File: src/sv/mrtt_pkg.sv
// types and constants of the multi-rate tick timer bank
`timescale 1ns / 1ps

package mrtt_pkg;

  localparam int TICKS_PER_MS = 20;

  localparam logic [7:0] RELOAD_SHORT  = 8'(3 * TICKS_PER_MS);
  localparam logic [7:0] RELOAD_BASE   = 8'(10 * TICKS_PER_MS);
  localparam logic [3:0] RELOAD_TENTH  = 4'd10;
  localparam logic [5:0] RELOAD_HALF   = 6'd50;
  localparam logic [6:0] RELOAD_MINUTE = 7'd120;

  localparam int NUM_CD = 6;

  localparam logic CMD_TICK = 1'b0;
  localparam logic CMD_LOAD = 1'b1;

  // countdown slots, also the timer_select codes
  localparam logic [2:0] CD_SHORT  = 3'd0;
  localparam logic [2:0] CD_LONG   = 3'd1;
  localparam logic [2:0] CD_REPEAT = 3'd2;
  localparam logic [2:0] CD_BEEP   = 3'd3;
  localparam logic [2:0] CD_ALARM  = 3'd4;
  localparam logic [2:0] CD_SNOOZE = 3'd5;

  typedef struct packed {
    logic [7:0]             pre_short;
    logic [7:0]             pre_base;
    logic [3:0]             pre_tenth;
    logic [5:0]             pre_half;
    logic [6:0]             pre_minute;
    logic                   tog_slow;
    logic                   tog_fast;
    logic [NUM_CD-1:0][7:0] cd;
  } mrtt_state_t;

  typedef struct packed {
    logic       display_strobe;
    logic       debounce_strobe;
    logic       beep_off_pulse;
    logic       blink_slow;
    logic       blink_fast;
    logic [7:0] short_user_left;
    logic [7:0] long_user_left;
    logic [7:0] repeat_left;
    logic [7:0] beep_left;
    logic [7:0] alarm_left;
    logic [7:0] snooze_left;
  } mrtt_result_t;

  function automatic logic [7:0] dec_sat(input logic [7:0] v);
    dec_sat = (v != 8'd0) ? v - 8'd1 : v;
  endfunction

endpackage

File: src/sv/mrtt_if.sv
// valid/ready channel interfaces for commands and results
`timescale 1ns / 1ps

interface mrtt_in_if;
  logic       valid;
  logic       ready;
  logic       command;
  logic [2:0] timer_select;
  logic [7:0] load_value;

  modport source (output valid, output command, output timer_select,
                  output load_value, input ready);
  modport sink (input valid, input command, input timer_select,
                input load_value, output ready);
endinterface

interface mrtt_out_if;
  logic       valid;
  logic       ready;
  logic       display_strobe;
  logic       debounce_strobe;
  logic       beep_off_pulse;
  logic       blink_slow;
  logic       blink_fast;
  logic [7:0] short_user_left;
  logic [7:0] long_user_left;
  logic [7:0] repeat_left;
  logic [7:0] beep_left;
  logic [7:0] alarm_left;
  logic [7:0] snooze_left;

  modport source (output valid, output display_strobe, output debounce_strobe,
                  output beep_off_pulse, output blink_slow, output blink_fast,
                  output short_user_left, output long_user_left,
                  output repeat_left, output beep_left, output alarm_left,
                  output snooze_left, input ready);
  modport sink (input valid, input display_strobe, input debounce_strobe,
                input beep_off_pulse, input blink_slow, input blink_fast,
                input short_user_left, input long_user_left,
                input repeat_left, input beep_left, input alarm_left,
                input snooze_left, output ready);
endinterface

File: src/sv/mrtt_step.sv
// next-state and result logic for one command or tick
`timescale 1ns / 1ps

module mrtt_step import mrtt_pkg::*; (
  input  mrtt_state_t  st,
  input  logic         command,
  input  logic [2:0]   timer_select,
  input  logic [7:0]   load_value,
  output mrtt_state_t  st_nxt,
  output mrtt_result_t res
);

  logic strobe;
  logic debounce;
  logic beep_done;

  always_comb begin
    st_nxt    = st;
    strobe    = 1'b0;
    debounce  = 1'b0;
    beep_done = 1'b0;

    if (command == CMD_LOAD) begin
      // unused selector codes leave everything alone
      if (timer_select inside {[CD_SHORT:CD_SNOOZE]}) begin
        st_nxt.cd[timer_select] = load_value;
      end
    end else begin
      strobe = 1'b1;

      if (st.pre_short == 8'd0) begin
        st_nxt.pre_short    = RELOAD_SHORT;
        st_nxt.cd[CD_SHORT] = dec_sat(st.cd[CD_SHORT]);
      end else begin
        st_nxt.pre_short = st.pre_short - 8'd1;
      end

      if (st.pre_base == 8'd0) begin
        // base prescaler event
        st_nxt.pre_base      = RELOAD_BASE;
        debounce             = 1'b1;
        st_nxt.cd[CD_REPEAT] = dec_sat(st.cd[CD_REPEAT]);

        if (st.pre_tenth == 4'd0) begin
          st_nxt.pre_tenth   = RELOAD_TENTH;
          st_nxt.tog_fast    = ~st.tog_fast;
          st_nxt.cd[CD_LONG] = dec_sat(st.cd[CD_LONG]);
        end else begin
          st_nxt.pre_tenth = st.pre_tenth - 4'd1;
        end

        if (st.pre_half == 6'd0) begin
          st_nxt.pre_half = RELOAD_HALF;
          st_nxt.tog_slow = ~st.tog_slow;
          if (st.pre_minute == 7'd0) begin
            st_nxt.pre_minute = RELOAD_MINUTE;
            // snooze runs out before the alarm resumes
            if (st.cd[CD_SNOOZE] != 8'd0) begin
              st_nxt.cd[CD_SNOOZE] = st.cd[CD_SNOOZE] - 8'd1;
            end else begin
              st_nxt.cd[CD_ALARM] = dec_sat(st.cd[CD_ALARM]);
            end
          end else begin
            st_nxt.pre_minute = st.pre_minute - 7'd1;
          end
        end else begin
          st_nxt.pre_half = st.pre_half - 6'd1;
        end

        if (st.cd[CD_BEEP] != 8'd0) begin
          st_nxt.cd[CD_BEEP] = st.cd[CD_BEEP] - 8'd1;
          beep_done          = (st.cd[CD_BEEP] == 8'd1);
        end
      end else begin
        st_nxt.pre_base = st.pre_base - 8'd1;
      end
    end
  end

  always_comb begin
    res.display_strobe  = strobe;
    res.debounce_strobe = debounce;
    res.beep_off_pulse  = beep_done;
    res.blink_slow      = st_nxt.tog_slow;
    res.blink_fast      = st_nxt.tog_fast;
    res.short_user_left = st_nxt.cd[CD_SHORT];
    res.long_user_left  = st_nxt.cd[CD_LONG];
    res.repeat_left     = st_nxt.cd[CD_REPEAT];
    res.beep_left       = st_nxt.cd[CD_BEEP];
    res.alarm_left      = st_nxt.cd[CD_ALARM];
    res.snooze_left     = st_nxt.cd[CD_SNOOZE];
  end

endmodule

File: src/sv/multi_rate_tick_timer_bank.sv
// top level of the multi-rate tick timer bank
//
//  port     dir  role
//  in_if    in   tick or countdown load transaction
//  out_if   out  strobes, blink bits and all six countdowns
//
// one transaction per cycle while in_if.ready is high; each result appears in the cycle after acceptance
// the result register is the only buffer: in_if.ready is low only while it
// holds a result that out_if.ready does not take in that cycle
// synchronous active-low reset clears prescalers, toggles and countdowns
// no result is lost or repeated under any stall pattern on either side
`timescale 1ns / 1ps

module multi_rate_tick_timer_bank import mrtt_pkg::*; (
  input  logic       clk,
  input  logic       rst_n,
  mrtt_in_if.sink    in_if,
  mrtt_out_if.source out_if
);

  mrtt_state_t  st_r;
  mrtt_state_t  st_nxt;
  mrtt_result_t res_nxt;
  mrtt_result_t res_r;
  logic         out_valid_r;
  logic         in_fire;

  assign in_if.ready = ~out_valid_r | out_if.ready;
  assign in_fire     = in_if.valid & in_if.ready;

  mrtt_step u_step (
    .st           (st_r),
    .command      (in_if.command),
    .timer_select (in_if.timer_select),
    .load_value   (in_if.load_value),
    .st_nxt       (st_nxt),
    .res          (res_nxt)
  );

  always_ff @(posedge clk) begin
    if (!rst_n) begin
      st_r        <= '0;
      out_valid_r <= 1'b0;
    end else begin
      if (in_fire) begin
        st_r        <= st_nxt;
        out_valid_r <= 1'b1;
      end else if (out_if.ready) begin
        out_valid_r <= 1'b0;
      end
    end
  end

  always_ff @(posedge clk) begin
    if (in_fire) begin
      res_r <= res_nxt;
    end
  end

  assign out_if.valid           = out_valid_r;
  assign out_if.display_strobe  = res_r.display_strobe;
  assign out_if.debounce_strobe = res_r.debounce_strobe;
  assign out_if.beep_off_pulse  = res_r.beep_off_pulse;
  assign out_if.blink_slow      = res_r.blink_slow;
  assign out_if.blink_fast      = res_r.blink_fast;
  assign out_if.short_user_left = res_r.short_user_left;
  assign out_if.long_user_left  = res_r.long_user_left;
  assign out_if.repeat_left     = res_r.repeat_left;
  assign out_if.beep_left       = res_r.beep_left;
  assign out_if.alarm_left      = res_r.alarm_left;
  assign out_if.snooze_left     = res_r.snooze_left;

endmodule

File: src/flat_wrapper.sv
// flat-port wrapper written by rule: the top's interface ports become plain ports
module multi_rate_tick_timer_bank_flat import mrtt_pkg::*;
  (clk, rst_n, in_if_valid, in_if_command, in_if_timer_select, in_if_load_value, in_if_ready, out_if_valid, out_if_display_strobe, out_if_debounce_strobe, out_if_beep_off_pulse, out_if_blink_slow, out_if_blink_fast, out_if_short_user_left, out_if_long_user_left, out_if_repeat_left, out_if_beep_left, out_if_alarm_left, out_if_snooze_left, out_if_ready);
  mrtt_in_if in_if_i ();
  mrtt_out_if out_if_i ();
  input  logic clk;
  input  logic rst_n;
  input wire logic [$bits(in_if_i.valid)-1:0] in_if_valid;
  input wire logic [$bits(in_if_i.command)-1:0] in_if_command;
  input wire logic [$bits(in_if_i.timer_select)-1:0] in_if_timer_select;
  input wire logic [$bits(in_if_i.load_value)-1:0] in_if_load_value;
  output wire logic [$bits(in_if_i.ready)-1:0] in_if_ready;
  output wire logic [$bits(out_if_i.valid)-1:0] out_if_valid;
  output wire logic [$bits(out_if_i.display_strobe)-1:0] out_if_display_strobe;
  output wire logic [$bits(out_if_i.debounce_strobe)-1:0] out_if_debounce_strobe;
  output wire logic [$bits(out_if_i.beep_off_pulse)-1:0] out_if_beep_off_pulse;
  output wire logic [$bits(out_if_i.blink_slow)-1:0] out_if_blink_slow;
  output wire logic [$bits(out_if_i.blink_fast)-1:0] out_if_blink_fast;
  output wire logic [$bits(out_if_i.short_user_left)-1:0] out_if_short_user_left;
  output wire logic [$bits(out_if_i.long_user_left)-1:0] out_if_long_user_left;
  output wire logic [$bits(out_if_i.repeat_left)-1:0] out_if_repeat_left;
  output wire logic [$bits(out_if_i.beep_left)-1:0] out_if_beep_left;
  output wire logic [$bits(out_if_i.alarm_left)-1:0] out_if_alarm_left;
  output wire logic [$bits(out_if_i.snooze_left)-1:0] out_if_snooze_left;
  input wire logic [$bits(out_if_i.ready)-1:0] out_if_ready;
  assign in_if_i.valid = in_if_valid;
  assign in_if_i.command = in_if_command;
  assign in_if_i.timer_select = in_if_timer_select;
  assign in_if_i.load_value = in_if_load_value;
  assign in_if_ready = in_if_i.ready;
  assign out_if_valid = out_if_i.valid;
  assign out_if_display_strobe = out_if_i.display_strobe;
  assign out_if_debounce_strobe = out_if_i.debounce_strobe;
  assign out_if_beep_off_pulse = out_if_i.beep_off_pulse;
  assign out_if_blink_slow = out_if_i.blink_slow;
  assign out_if_blink_fast = out_if_i.blink_fast;
  assign out_if_short_user_left = out_if_i.short_user_left;
  assign out_if_long_user_left = out_if_i.long_user_left;
  assign out_if_repeat_left = out_if_i.repeat_left;
  assign out_if_beep_left = out_if_i.beep_left;
  assign out_if_alarm_left = out_if_i.alarm_left;
  assign out_if_snooze_left = out_if_i.snooze_left;
  assign out_if_i.ready = out_if_ready;
  multi_rate_tick_timer_bank u_core (.clk(clk), .rst_n(rst_n), .in_if(in_if_i), .out_if(out_if_i));
endmodule
File: config.mk
export PLATFORM = sky130hd
export DESIGN_NAME = multi_rate_tick_timer_bank_flat
export DESIGN_NICKNAME = d
export VERILOG_FILES = /design/src/sv/mrtt_pkg.sv /design/src/sv/mrtt_if.sv /design/src/sv/mrtt_step.sv /design/src/sv/multi_rate_tick_timer_bank.sv /design/src/flat_wrapper.sv
export SDC_FILE = /design/constraint.sdc
export NUM_CORES = 1
export LEC_CHECK = 0
export BUFFER_PORTS_ARGS = -buffer_cell sky130_fd_sc_hd__buf_2
export CORE_MARGIN = 1
export CORE_UTILIZATION = 45
export CTS_BUF_LIST = sky130_fd_sc_hd__clkbuf_8
export DETAILED_ROUTE_END_ITERATION = 10
export PLACE_DENSITY = 0.74
export SYNTH_ARGS = -nofsm -noshare
export SYNTH_HDL_FRONTEND = slang
export SYNTH_SLANG_ARGS = --single-unit
File: constraint.sdc
create_clock -name clk -period 7.9 [get_ports clk]
set_input_delay 1.185 -clock clk [delete_from_list [all_inputs] [get_ports clk]]
set_output_delay 1.185 -clock clk [all_outputs]
set_load 0.005 [all_outputs]
==> flow_summary.ini <==
[status]
status = completed

[synth]
synth_area_um2 = 7712
syn-num-nets = 925
syn_inst = 892
synth_ff_type = dfxtp_1
synth_edf_count = 53
synth_area_leaders = dfxtp_1, edfxtp_1, nand2_1
async_reset_ff_share_pct = 0
synth_area_leader_cell = dfxtp_1
seq_area_frac_synth_pct = 42.44
synth.distinct_cells = 74
avgSynthCellArea_um2 = 8.646
synth_top_area_share_pct = 21.80
yosysWarnings = 0
synth_seq_cells = 137

[global_routing]
grt_overflow = 0
grt_pass1_vias = 6739
grt_usage_pct = 24.81
antenna_found_initial = 1
grt_pass1_wl_mm = 34.42
grt_max_degree = 66

[clocking]
cts.repair.resized = 0
worstSkewPairLatency_ps = 460
clock-sinks = 137
cts_setup_buffers = 0
cts_buffers = 17
ctsHoldBuffers = 0
htreeDepth = 4
cts_buffer_depth = 2
clock-root-buffer = clkbuf_8
clk_pin_slew_ps = 70
cts_tree = yes

[sta]
fin_skew_ps = 14.99
slew_headroom_pct = 30.47
worst_slew_pin_slew_ps = 1041
fin_crit_ps = 3437
finalSetupViolCount = 0
max_freq_mhz = 290.9
finalCritPeriodShare_pct = 43.51
fin_tns_setup_ps = 0
setup_slack_ps = 4463
rsz0062_at_grt = no
finalHoldViolCount = 0
maxSlewViolCount = 0

[power_and_ir_drop]
peakVddDrop_mv = 0.1267
p_per_area_nw_per_um2 = 262.1
p_total_w = 0.002240
power_switching_w = 0.0008304
clkPwrFrac_pct = 24.5
seq_power_share_pct = 40.9
p_sw_share_pct = 37.08
p_int_w = 0.001409
p_leak_nw = 3.295
combPwrFrac_pct = 34.6

[setup_path]
crit_type = input port to register
critPathCaptureType = register
worstPathArrival_ps = 3790
r2r_setup_slack_ps = 4610
start_kind = input port
critPathMaxFanout = 61
required_ps = 8250

[route]
drt_wl_total_mm = 21.33
drtIter0Drc = 716
dr.pass1.iters = 6
drt-wirelength-per-cell_um = 18.23
vias_per_cell = 6.127
vias = 7169
ant_nets = 0
drc = 0

[cells_and_area]
fill_cells = 1566
drive_gt1_share_pct = 13.89
final_cell_mix = nand2_1, dfxtp_1, nor2_1
fin_nets = 970
final_common_cell = nand2_1
final_area_um2 = 8543
antenna_cells = 0
syn2layout_area_growth_pct = 10.77

[floorplan]
num_rows = 47
die_w_um = 132.9
initial_core_util_pct = 46.34
die_y_um = 132.9
ioPinCount = 71
die-area_um2 = 17670
core_um2 = 16640

[placed_design]
postPlaceCellArea_um2 = 8175
gp_congestion = 0.9465
io_buffers = 70
pre_cts_ws_ps = 4098
dp_hpwl_mm = 14.37

[run]
drv_cap = 0

[hold_path]
hp-class = register to register
-- flip-flops by register name, indices dropped and copies added (netlist names) --
| signal | cells |
|---|---|
| u_core.out_if.alarm_left | 8 |
| u_core.out_if.beep_left | 8 |
| u_core.out_if.beep_off_pulse | 1 |
| u_core.out_if.blink_fast | 1 |
| u_core.out_if.blink_slow | 1 |
| u_core.out_if.debounce_strobe | 1 |
| u_core.out_if.display_strobe | 1 |
| u_core.out_if.long_user_left | 8 |
| u_core.out_if.repeat_left | 8 |
| u_core.out_if.short_user_left | 8 |
| u_core.out_if.snooze_left | 8 |
| u_core.out_if.valid | 1 |
| u_core.st_r | 83 |
-- power by group through the flow --
| stage | registers [W] | logic [W] | clock network, W |
|---|---|---|---|
| after floorplan | 0.000915 | 0.000560 | 0 |
| after global placement | 0.000928 | 0.000748 | 0 |
| after detailed placement | 0.000929 | 0.000755 | 0 |
| after CTS | 0.000914 | 0.000760 | 0.000558 |
| after global routing | 0.000928 | 0.000852 | 0.000590 |
| final | 0.000916 | 0.000775 | 0.000548 |
-- Yosys cell counts, types with 6 or more instances --
cell / number
o211ai_1: 11
a211oi_1: 6
o21a_1: 7
clkbuf_1: 41
nand2_1: 112
o21ai_0: 53
or4_1: 9
o31ai_1: 9
xor2_1: 6
nor4_1: 11
ha_1: 17
and2_1: 10
or3_1: 13
inv_1: 32
a32oi_1: 8
nand2b_1: 10
nor2_1: 83
dfxtp_1: 84
xnor2_1: 13
a21o_1: 8
nor3_1: 40
a21oi_1: 57
mux2i_1: 23
nor3b_1: 10
edfxtp_1: 53
a31oi_1: 22
nand3_1: 25
-- worst max-delay path: stages --
cell,delay (ps)
buf_2,100
buf_4,310
inv_1,150
buf_4,360
nand3_1,270
inv_1,390
nand2_1,200
nor2_1,340
a32oi_1,130
o221a_2,320
-- kinds of logic (layout without fill, tap and decap cells) --
logic type               after synthesis  count (layout)  share of synthesized area, %
AND/OR/NAND/NOR                      363             363                         23.44
AO/OA/AOI/OAI                        247             247                         21.37
flip-flops                           137             137                         42.44
buffers and inverters                 82             140                         4.267
multiplexers                          27              27                         3.569
XOR/XNOR                              19              19                         2.158
adder cells (fa/ha/maj)               17              17                         2.758
-- per-stage QoR --
| step | utilization [%] | hold slack [ps] | std cells |
|---|---|---|---|
| after floorplan | - | 444.3 | 892 |
| after global placement | 49.12 | 458.9 | 1138 |
| after detailed placement | 49.12 | 466.9 | 1138 |
| after CTS | 51.33 | 477.5 | 1170 |
| after global routing | 51.33 | 500.0 | 1170 |
| final | 51.33 | 477.3 | 1170 |
-- routing by layer --
metal  vias up  GRT usage, %  part of all wire, %
met1      3375         31.41                   41
li1       3392             -                    -
met3        61         6.054                  8.7
met4         2         10.92                  2.9
met5         -             0                0.038
met2       339         40.05                   47
-- path summary, 6_finish.rpt --
kind,startpoint,end,cells past startpoint
max,in_if_command,u_core.st_r[8],10
min reg2reg,u_core.st_r[63],u_core.st_r[63],2
min,u_core.st_r[63],u_core.st_r[63],2
max reg2reg,u_core.st_r[67],u_core.st_r[47],8
-- layout make-up --
cell class / instances / area (um2) / area share (%)
multi-input cells: 673 / 4110 / 48.11
flip-flops and latches: 137 / 3273 / 38.31
repair buffers: 76 / 395.4 / 4.628
well taps: 220 / 275.3 / 3.222
clock buffers: 18 / 247.7 / 2.900
inverters: 32 / 121.4 / 1.421
clock inverters: 14 / 120.1 / 1.406
Power figures use the tool's default switching activity.
